===== config.mk =====
export PLATFORM = sky130hd
export DESIGN_NAME = temperature_display_formatter
export DESIGN_NICKNAME = d
export VERILOG_FILES = /design/src/hdl/tdf_pkg.sv /design/src/hdl/tdf_bcd.sv /design/src/hdl/temperature_display_formatter.sv
export SDC_FILE = /design/constraint.sdc
export NUM_CORES = 1
export LEC_CHECK = 0
export BUFFER_PORTS_ARGS = -buffer_cell sky130_fd_sc_hd__buf_4
export CAP_MARGIN = 20
export CELL_PAD_IN_SITES_DETAIL_PLACEMENT = 0
export CELL_PAD_IN_SITES_GLOBAL_PLACEMENT = 1
export CORE_AREA = 2 2 109 153
export CTS_CLUSTER_DIAMETER = 200
export DETAILED_ROUTE_END_ITERATION = 6
export DIE_AREA = 0 0 111 155
export PLACE_DENSITY_LB_ADDON = 0.1
export RECOVER_POWER = 100
export SLEW_MARGIN = 20
export SYNTH_ARGS = -nofsm -noshare
export SYNTH_HDL_FRONTEND = slang
export SYNTH_SLANG_ARGS = --single-unit

===== constraint.sdc =====
create_clock -name clk -period 6.9 [get_ports clk]
set_clock_uncertainty 0.2 [all_clocks]
set_input_delay 0.345 -clock clk [delete_from_list [all_inputs] [get_ports clk]]
set_output_delay 0.345 -clock clk [all_outputs]
set_load 0.01 [all_outputs]

===== src/hdl/tdf_pkg.sv =====
// shared types and constants for the temperature display formatter
package tdf_pkg;

  // input reading and result display fields
  typedef struct packed {
    logic signed [15:0] raw_temp;
    logic               sensor_ok;
  } tdf_in_t;

  typedef struct packed {
    logic       error_shown;
    logic       unit_is_f;
    logic [3:0] digit_ones;
    logic [3:0] digit_tens;
    logic [3:0] digit_hundreds;
    logic       minus_sign;
  } tdf_out_t;

  // side data that rides along with the magnitude
  typedef struct packed {
    logic err;
    logic unit_f;
    logic neg;
  } tdf_side_t;

  localparam int TempScale = 16;
  localparam int LimitDeg  = 200;
  localparam int FOffset   = 32;
  localparam int FDenom    = 5;

  // range limit in sixteenths of a degree, fahrenheit offset in sixteenths of a degree times five
  localparam logic signed [19:0] LIMIT_HI   = 20'(LimitDeg * TempScale);
  localparam logic signed [19:0] LIMIT_LO   = -20'(LimitDeg * TempScale);
  localparam logic signed [19:0] F_OFFSET16 = 20'(TempScale * FDenom * FOffset);

  // x / 5 == (x * RECIP5) >> RECIP5_SHIFT for every x below 2**16
  localparam logic [15:0] RECIP5       = 16'd52429;
  localparam int          RECIP5_SHIFT = 18;

  // x / 10 == (x * RECIP10) >> RECIP10_SHIFT for x below 128
  localparam logic [7:0] RECIP10       = 8'd205;
  localparam int         RECIP10_SHIFT = 11;

  localparam logic [3:0] TEN = 4'd10;

endpackage


===== src/hdl/tdf_bcd.sv =====
// two-stage split of a 9-bit magnitude into decimal digits, with result assembly
module tdf_bcd import tdf_pkg::*; (
  input  logic      clk,
  input  logic      rst_n,
  input  logic      mag_valid,
  input  logic [8:0] mag,
  input  tdf_side_t side,
  output logic      res_valid,
  output tdf_out_t  res
);

  logic       s1_valid_r;
  logic [1:0] s1_hund_r;
  logic [6:0] s1_rem_r;
  tdf_side_t  s1_side_r;

  logic [1:0]  hund_nxt;
  logic [6:0]  rem_nxt;
  logic [8:0]  sub;

  // hundreds by compare, an in-range magnitude never reaches 400
  always_comb begin
    if (mag >= 9'd300) begin
      hund_nxt = 2'd3;
      sub      = 9'd300;
    end else if (mag >= 9'd200) begin
      hund_nxt = 2'd2;
      sub      = 9'd200;
    end else if (mag >= 9'd100) begin
      hund_nxt = 2'd1;
      sub      = 9'd100;
    end else begin
      hund_nxt = 2'd0;
      sub      = 9'd0;
    end
    rem_nxt = 7'(mag - sub);
  end

  always_ff @(posedge clk) begin
    if (!rst_n) begin
      s1_valid_r <= 1'b0;
    end else begin
      s1_valid_r <= mag_valid;
    end
    s1_hund_r <= hund_nxt;
    s1_rem_r  <= rem_nxt;
    s1_side_r <= side;
  end

  logic [14:0] prod10;
  logic [3:0]  tens;
  logic [6:0]  tens_x10;
  logic [3:0]  ones;
  tdf_out_t    res_nxt;
  logic        res_valid_r;
  tdf_out_t    res_r;

  always_comb begin
    prod10   = 15'(s1_rem_r) * 15'(RECIP10);
    tens     = 4'(prod10 >> RECIP10_SHIFT);
    tens_x10 = 7'(tens) * 7'(TEN);
    ones     = 4'(s1_rem_r - tens_x10);
    res_nxt  = '0;
    if (s1_side_r.err) begin
      res_nxt.error_shown = 1'b1;
    end else begin
      res_nxt.unit_is_f      = s1_side_r.unit_f;
      res_nxt.digit_ones     = ones;
      res_nxt.digit_tens     = tens;
      res_nxt.digit_hundreds = 4'(s1_hund_r);
      res_nxt.minus_sign     = s1_side_r.neg;
    end
  end

  always_ff @(posedge clk) begin
    if (!rst_n) begin
      res_valid_r <= 1'b0;
    end else begin
      res_valid_r <= s1_valid_r;
    end
    res_r <= res_nxt;
  end

  assign res_valid = res_valid_r;
  assign res       = res_r;

endmodule


===== src/hdl/temperature_display_formatter.sv =====
// top level of the temperature display formatter: conversion pipeline and digit split
//
//  channel   ports                                  transfer when
//  -------   -----------------------------------    ---------------------
//  input     start, busy, in_data                   start high, busy low
//  result    out_valid, out_data                    out_valid high
//  config    cfg_wr_en, cfg_wr_data                 cfg_wr_en high
//
// one reading enters every cycle; its result leaves from the output register of the last stage
// four register stages: range check and, in fahrenheit, 9*t+2560, divide by five in fahrenheit
// with rounding, hundreds split, tens and ones split into the output register
// busy is always low: the receiver takes every result so nothing ever stalls
// synchronous active-low reset clears the unit bit and all stage valid bits
module temperature_display_formatter import tdf_pkg::*; (
  input  logic     clk,
  input  logic     rst_n,
  input  logic     start,
  output logic     busy,
  input  tdf_in_t  in_data,
  output logic     out_valid,
  output tdf_out_t out_data,
  input  logic     cfg_wr_en,
  input  logic     cfg_wr_data
);

  // unit select register
  logic use_f_r;

  always_ff @(posedge clk) begin
    if (!rst_n) begin
      use_f_r <= 1'b0;
    end else if (cfg_wr_en) begin
      use_f_r <= cfg_wr_data;
    end
  end

  // no back pressure anywhere in the pipe
  assign busy = 1'b0;

  logic in_fire;
  assign in_fire = start & ~busy;

  // stage 1: range check, optional 9*t + 2560, sign and magnitude of numerator
  logic signed [19:0] t_ext;
  logic signed [19:0] num;
  logic               err_nxt;
  logic               num_neg;
  logic        [19:0] num_abs;

  always_comb begin
    t_ext   = 20'(in_data.raw_temp);
    err_nxt = ~in_data.sensor_ok | (t_ext < LIMIT_LO) | (t_ext > LIMIT_HI);
    // times nine as shift and add
    if (use_f_r) begin
      num = (t_ext <<< 3) + t_ext + F_OFFSET16;
    end else begin
      num = t_ext;
    end
    num_neg = num[19];
    num_abs = num_neg ? 20'(-num) : 20'(num);
  end

  logic        s1_valid_r;
  logic        s1_err_r;
  logic        s1_unit_r;
  logic        s1_neg_r;
  logic [14:0] s1_abs_r;

  always_ff @(posedge clk) begin
    if (!rst_n) begin
      s1_valid_r <= 1'b0;
    end else begin
      s1_valid_r <= in_fire;
    end
    s1_err_r  <= err_nxt;
    s1_unit_r <= use_f_r;
    s1_neg_r  <= num_neg;
    // in range the magnitude stays below 2**15; out of range it is masked later
    s1_abs_r  <= num_abs[14:0];
  end

  // stage 2: in fahrenheit divide by five toward zero, round half away, drop four fraction bits
  logic [30:0] prod5;
  logic [12:0] quot;
  logic [13:0] rnd;
  logic [8:0]  mag_nxt;
  logic        neg_nxt;

  always_comb begin
    prod5 = 31'(s1_abs_r) * 31'(RECIP5);
    if (s1_unit_r) begin
      quot = 13'(prod5 >> RECIP5_SHIFT);
    end else begin
      quot = s1_abs_r[12:0];
    end
    // rounding on the magnitude equals rounding half away from zero on the value
    rnd     = 14'(quot) + 14'(TempScale / 2);
    mag_nxt = rnd[12:4];
    // a small negative numerator truncates to zero and is then not negative
    neg_nxt = s1_neg_r & (quot != 13'd0);
  end

  logic      s2_valid_r;
  logic [8:0] s2_mag_r;
  tdf_side_t s2_side_r;

  always_ff @(posedge clk) begin
    if (!rst_n) begin
      s2_valid_r <= 1'b0;
    end else begin
      s2_valid_r <= s1_valid_r;
    end
    s2_mag_r         <= mag_nxt;
    s2_side_r.err    <= s1_err_r;
    s2_side_r.unit_f <= s1_unit_r;
    s2_side_r.neg    <= neg_nxt;
  end

  // stages 3 and 4: decimal digits and the output register
  tdf_bcd u_bcd (
    .clk       (clk),
    .rst_n     (rst_n),
    .mag_valid (s2_valid_r),
    .mag       (s2_mag_r),
    .side      (s2_side_r),
    .res_valid (out_valid),
    .res       (out_data)
  );

endmodule

==> metrics.md, run 1 <==
| Metric | Value |
|---|---|
| Synth Cell Area | `7820 um2` |
| Number of diodes | `0` |
| Core region area | `15900 um2` |
| Number of violations of the max-capacitance limit | `0` |
| Clk_lat worst skew | `340 ps` |
| H-tree Lvls | `3` |
| Number of max-slew violations in the final report | `0` |
| Row count | `55` |
| Maximum fanout encountered on the critical timing path | `5` |
| Post-layout nets | `1145` |
| Synthesized-area fraction occupied by xor and xnor cells | `5.38%` |
| Die Area | `17200 um2` |
| Remaining global-route overflow | `0` |
| Vertical extent of the die | `155 um` |
| CTS max path bufs | `2` |
| Fraction of synthesized area in multiplexers | `1.33%` |
| Kind of capture point of the worst setup path | `flip-flop` |
| Most common cell after layout, fill and taps aside | `ha_1` |
| Accumulated negative setup slack | `0 ps` |
| Standard cell with the maximum stage delay on the critical path | `fa_1` |
| Final number of hold-violating endpoints | `0` |
| Number of I/O pins | `39` |
| Async SR Flop Fraction | `0%` |
| Average size of a mapped cell | `9.38 um2` |
| RSZ-0062 raised after global routing | `false` |
| Achievable Freq | `0.155 GHz` |
| Footprint of the multi-input gates | `6020 um2` |
| Global-route wire length before repair | `30600 um` |
| Initial core utilization | `49.2%` |
| Most frequent cells in the layout | `ha_1 (182), inv_1 (144), fa_1 (67), dfxtp_1 (60)` |
| Clock buffers created by TritonCTS | `9` |
| Min-Delay Path Class | `in2reg` |
| Filler instances | `1524` |
| Total detailed-routing wirelength | `19000 um` |
| Crit path largest cell delay | `580 ps` |
| Result of the run | `finished, final reports clean` |
| Total number of vias | `6017` |
| Post-synthesis adder-cell area fraction | `46.3%` |
| CTS root buf | `clkbuf_16` |
| Clock transition time at the flip-flop clock pins of the worst setup and hold paths | `60 ps` |
| Number of post-CTS setup repair buffers | `0` |
| Largest delay contributor family on the critical path | `adder cells` |
| Yosys warnings | `0` |
| Die width | `111 um` |
| Clock Sink Count | `60` |
| Startpoint kind of the worst setup timing path | `flip-flop` |
| Ordered cell list for the critical path | `inv_1, ha_1, fa_1, fa_1, inv_1, ha_1, a21o_1, fa_1, inv_1, fa_1, inv_1, ha_1, a21oi_1, o21ai_0, a31oi_1, nand4_1, a41o_1, a211oi_1, xnor2_1, a21oi_1, o41a_1` |
| Number of global-route vias before repair | `6404` |
| Path type of the worst setup path | `reg2reg` |
| Number of iterations in the first detailed-routing pass | `4` |
| DP Wirelength | `16500 um` |
| Overall track demand over capacity in global routing | `22.7%` |
| Remaining DRCs | `0` |
| Register area share after synthesis | `15.4%` |
| Number of I/O port buffers | `35` |
| Least-Margin Pin Slew | `1180 ps` |
| Layout cells sized above 1 | `6.71%` |
| Antenna violations before repair | `0` |
| Iteration-0 DRC Markers | `182` |
| Number of enable-type register cells in the synthesized netlist | `0` |
| Data arrival time of the worst path | `6460 ps` |
| Final setup vio count | `0` |
| Via count normalized by instance count | `5.58` |
| Final critical path time including I/O delays and setup | `6440 ps` |
| Clock tree from TritonCTS | `yes` |
| Area occupied by registers | `1200 um2` |
| Ratio of final minimum period to clock period | `93.4%` |
| Routed length per instance | `17.6 um` |
| Routability congestion estimate | `0.886` |
| Netlist cell types | `66` |
| Instance count of the mapped netlist | `834` |
| Main combinational cell family by area after synthesis | `adder cells` |
| Dominant synthesized flop cell | `dfxtp_1` |
| Post-route antenna net violation count | `0` |
| Synth-to-Final Area Change | `8.94%` |
| Simple-gate share of the synthesized area | `11.3%` |
| Required time of the critical path | `6910 ps` |
| Pin count of the biggest net entering global routing | `27` |
| Synthesized flop and latch total | `60` |
| Slew headroom | `21.4%` |
| Buf+Inv Stages, Crit Path | `4` |
| Fraction of the mapped netlist area in compound gates | `12.7%` |
[final cells by class]
type	count	area share [%]
well taps	199	2.92
clock buffers	9	2.64
flip-flops and latches	60	14.1
repair buffers	40	2.76
inverters	144	6.34
multi-input cells	619	70.6
clock inverters	7	0.602
[cells by family after synthesis]
group / after synthesis
adder cells (fa/ha/maj): 249
AND/OR/NAND/NOR: 162
buffers and inverters: 157
AO/OA/AOI/OAI: 147
flip-flops: 60
XOR/XNOR: 48
multiplexers: 10
other: 1
[final timing paths]
check	start	end	slack (ps)	cells after the start
max	s1_abs_r[13]	s2_side_r[0]	460	21
min	start	s1_valid_r	30	2
max reg2reg	s1_abs_r[13]	s2_side_r[0]	460	21
min reg2reg	s2_side_r[2]	u_bcd.s1_side_r[2]	120	0
[metrics by stage]
stage,utilization [%],hold WS (ps),worst slack [ps],cell area (um2),std cells
3_3_place_gp,52.3,112,584,8310,1061
5_1_grt,53.6,27.7,89.9,8520,1078
4_1_cts,54.1,28.7,446,8590,1078
6_report,53.6,33.4,456,8520,1078
2_1_floorplan,-,110,874,7830,836
3_5_place_dp,52.3,112,521,8310,1061
[cells in the mapped netlist, drive strengths merged, types with 2 or more instances]
cell | count | area share [%]
xor2 | 19 | 2.1
a21o | 12 | 1.2
nand4 | 13 | 1.0
mux2 | 3 | 0.43
a211o | 2 | 0.22
nor2 | 31 | 1.5
a31oi | 10 | 0.99
o21a | 6 | 0.58
nor3 | 11 | 0.70
and2 | 10 | 0.80
clkbuf | 8 | 0.38
buf | 5 | 0.42
inv | 144 | 6.9
o311ai | 2 | 0.22
o31ai | 3 | 0.29
o211ai | 6 | 0.58
a21oi | 37 | 2.5
xnor2 | 29 | 3.2
nor2b | 15 | 1.2
o21bai | 3 | 0.29
nor3b | 4 | 0.38
a41o | 3 | 0.38
nand3b | 4 | 0.43
nand3 | 10 | 0.64
dfxtp | 60 | 15
fa | 67 | 17
nor4 | 2 | 0.24
nor4b | 2 | 0.30
o2111ai | 3 | 0.34
or3 | 5 | 0.40
and3 | 2 | 0.16
nand2 | 35 | 1.7
ha | 182 | 29
or4 | 3 | 0.34
a31o | 6 | 0.67
or2 | 5 | 0.40
and4 | 2 | 0.22
a2111oi | 3 | 0.34
o21ai | 32 | 2.0
a211oi | 9 | 0.93
mux2i | 7 | 0.90
nand2b | 6 | 0.48
[worst register-to-register path: cells and delay by family, from the launching register on]
kind	cells	cell delay, ps
AOI/OAI and AO/OA	8	2000
xor gates and xnor gates	1	170
adders and majority gates	7	3130
buffers and inverters	4	210
DFF	1	390
and+or+nand+nor	1	230
[layer usage]
layer  global-route usage (%)  routed length, um
met1                     22.2               6960
met2                     45.3              10500
met3                     3.08                395
met4                     12.6               1110
met5                        0                  0
[what timing repair did]
action	CTS	global route
hold buffers	1	0
gates resized for setup	0	0
hold endpoints to repair	1	0
[flip-flops by register name, summed over array words and instances, names as in the netlist]
register / cells
s1_abs_r: 15
u_bcd.res: 13
s2_mag_r: 9
u_bcd.s1_rem_r: 7
s2_side_r: 3
u_bcd.s1_side_r: 3
u_bcd.s1_hund_r: 2
s1_err_r: 1
s1_neg_r: 1
s1_unit_r: 1
s1_valid_r: 1
s2_valid_r: 1
u_bcd.res_valid: 1
u_bcd.s1_valid_r: 1
use_f_r: 1
Power of run 1 is not shown: default switching activity piles up to over one toggle a cycle in this logic, so the estimate is an artifact.
==> run 2, diff against run 1 <==
--- a/config.mk
+++ b/config.mk
@@ -13,6 +13,7 @@
 export CTS_CLUSTER_DIAMETER = 200
 export DETAILED_ROUTE_END_ITERATION = 6
 export DIE_AREA = 0 0 111 155
+export GPL_TIMING_DRIVEN = 0
 export PLACE_DENSITY_LB_ADDON = 0.1
 export RECOVER_POWER = 100
 export SLEW_MARGIN = 20
==> run 2 against run 1 <==
  * First-iteration DRC count up 8.8%
  * Via count down 0.38%
  * Die area unchanged
  * Highest routed layer unchanged
==> metrics.md, run 2 (same netlist as run 1, synthesis figures left out) <==
| Metric | Value |
|---|---|
| Number of diodes | `0` |
| Remaining global-route overflow | `0` |
| Number of flip-flops under the largest register name | `15` |
| Kind of capture point of the worst setup path | `flip-flop` |
| Instance count on the critical path | `21` |
| Vertical extent of the die | `155 um` |
| H-tree Lvls | `3` |
| Startpoint kind of the worst setup timing path | `flip-flop` |
| Total detailed-routing wirelength | `18600 um` |
| Achievable Freq | `0.152 GHz` |
| Ratio of final minimum period to clock period | `95.6%` |
| Required time of the critical path | `6910 ps` |
| Maximum fanout encountered on the critical timing path | `5` |
| Routed length on met3 | `402 um` |
| Layout cells sized above 1 | `7.43%` |
| Worst-case setup margin in the final layout | `300 ps` |
| Data arrival time of the worst path | `6610 ps` |
| Endpoint of the worst-slack reg-to-reg timing path | `s2_side_r[0]` |
| Number of I/O port buffers | `35` |
| M1 wire length | `6750 um` |
| Global-route wire length before repair | `30700 um` |
| Routability congestion estimate | `0.951` |
| Total number of vias | `5994` |
| Number of iterations in the first detailed-routing pass | `4` |
| CTS max path bufs | `2` |
| Largest delay contributor family on the critical path | `adder cells` |
| Wire length on met2 | `10500 um` |
| Core region area | `15900 um2` |
| Clock buffers created by TritonCTS | `9` |
| Final critical path time including I/O delays and setup | `6600 ps` |
| Reg-to-reg startpoint | `s1_abs_r[13]` |
| Antenna violations before repair | `0` |
| Clk_lat worst skew | `340 ps` |
| Cell Count Post-Placement | `1070` |
| Iteration-0 DRC Markers | `198` |
| Clock tree from TritonCTS | `yes` |
| Row count | `55` |
| Post-route antenna net violation count | `0` |
| Path type of the worst setup path | `reg2reg` |
| Min-Delay Path Class | `in2reg` |
| Most common cell after layout, fill and taps aside | `ha_1` |
| Synth-to-Final Area Change | `10.5%` |
| Startpoint of the tightest hold check path | `start` |
| Number of violations of the max-capacitance limit | `0` |
| Die Area | `17200 um2` |
| Setup slack of the most critical reg-to-reg path | `300 ps` |
| Number of max-slew violations in the final report | `0` |
| Worst-case setup slack after placement | `-288 ps` |
| Hold worst-path end | `s1_valid_r` |
| Via count normalized by instance count | `5.51` |
| Most frequent cells in the layout | `ha_1 (182), inv_1 (144), fa_1 (67), dfxtp_1 (59)` |
| Remaining DRCs | `0` |
| CTS root buf | `clkbuf_16` |
| RSZ-0062 raised after global routing | `false` |
| Post-layout nets | `1155` |
| Number of global-route vias before repair | `6520` |
| Worst-case hold slack | `24.6 ps` |
| Largest Register | `s1_abs_r` |
| Standard cell with the maximum stage delay on the critical path | `fa_1` |
| Die width | `111 um` |
| Topmost layer with routed signal wires | `met4` |
| Initial core utilization | `49.2%` |
| WHS Path Cells | `2` |
| Number of I/O pins | `39` |
| Least-Margin Pin Slew | `666 ps` |
| Buf+Inv Stages, Crit Path | `4` |
| Result of the run | `finished, final reports clean` |
| Final number of hold-violating endpoints | `0` |
| R2r worst-path depth | `21` |
| Cell Count, Final, Fillers Out | `1087` |
| Final setup vio count | `0` |
| Accumulated negative setup slack | `0 ps` |
| Pin count of the biggest net entering global routing | `11` |
| Clock transition time at the flip-flop clock pins of the worst setup and hold paths | `50 ps` |
| Clock Sink Count | `60` |
| Overall track demand over capacity in global routing | `22.6%` |
| Crit path largest cell delay | `590 ps` |
| Routed length per instance | `17.1 um` |
| Slew headroom | `55.3%` |
| DP Wirelength | `16200 um` |
| Ordered cell list for the critical path | `inv_1, ha_1, fa_1, fa_1, inv_1, ha_1, a21o_1, fa_1, inv_1, fa_1, inv_1, ha_1, a21oi_1, o21ai_0, a31oi_2, nand4_1, a41o_1, a211oi_1, xnor2_1, a21oi_1, o41a_1` |
## run 2: changes by cell type in the layout (fill, tap and decap cells not counted), sizes merged
cell      delta
clkbuf       +8
bufinv       +2
inv          -2
clkinvlp     -2
buf          +4
clkinv       -1
## run 2: worst max-delay path by stage
| stage | startpoint | endpoint | slack [ps] |
|---|---|---|---|
| after floorplan | s1_abs_r[13] | s2_side_r[0] | 870 |
| after global placement | s1_abs_r[13] | s2_side_r[0] | -220 |
| after detailed placement | s1_abs_r[6] | s2_side_r[0] | -290 |
| after CTS | s1_abs_r[6] | s2_side_r[0] | 50 |
| after global routing | s1_abs_r[13] | s2_side_r[0] | 20 |
| final | s1_abs_r[13] | s2_side_r[0] | 300 |
## run 2: through the flow
step / cell area, um2 / utilization [%]
floorplan: 7830 / -
global placement: 8340 / 52.5
detailed placement: 8340 / 52.5
CTS: 8670 / 54.6
global route: 8640 / 54.4
finish: 8640 / 54.4
## run 2: layer usage
metal | vias to the layer above | GRT usage [%]
li1 | 2962 | -
met1 | 2879 | 21.9
met2 | 101 | 46.0
met3 | 52 | 2.96
met4 | 0 | 11.7
met5 | - | 0
## run 2: area by class of cell
cell class              instances  area [um2]
fillers                      1498        7260
plain buffers                  13        62.6
flip-flops and latches         60        1200
inverters                     144         541
multi-input cells             619        6050
clock inverters                 4        73.8
clock buffers                  11         243
well taps                     199         249
repair buffers                 37         220
## run 2: what timing repair did
action,CTS,global route
endpoints found under the setup margin,1,1
pin swaps,0,1
setup buffers,0,1
hold endpoints to repair,1,0
resized for setup,1,4
hold buffers,1,0
Power of run 2 is left out for the same reason.
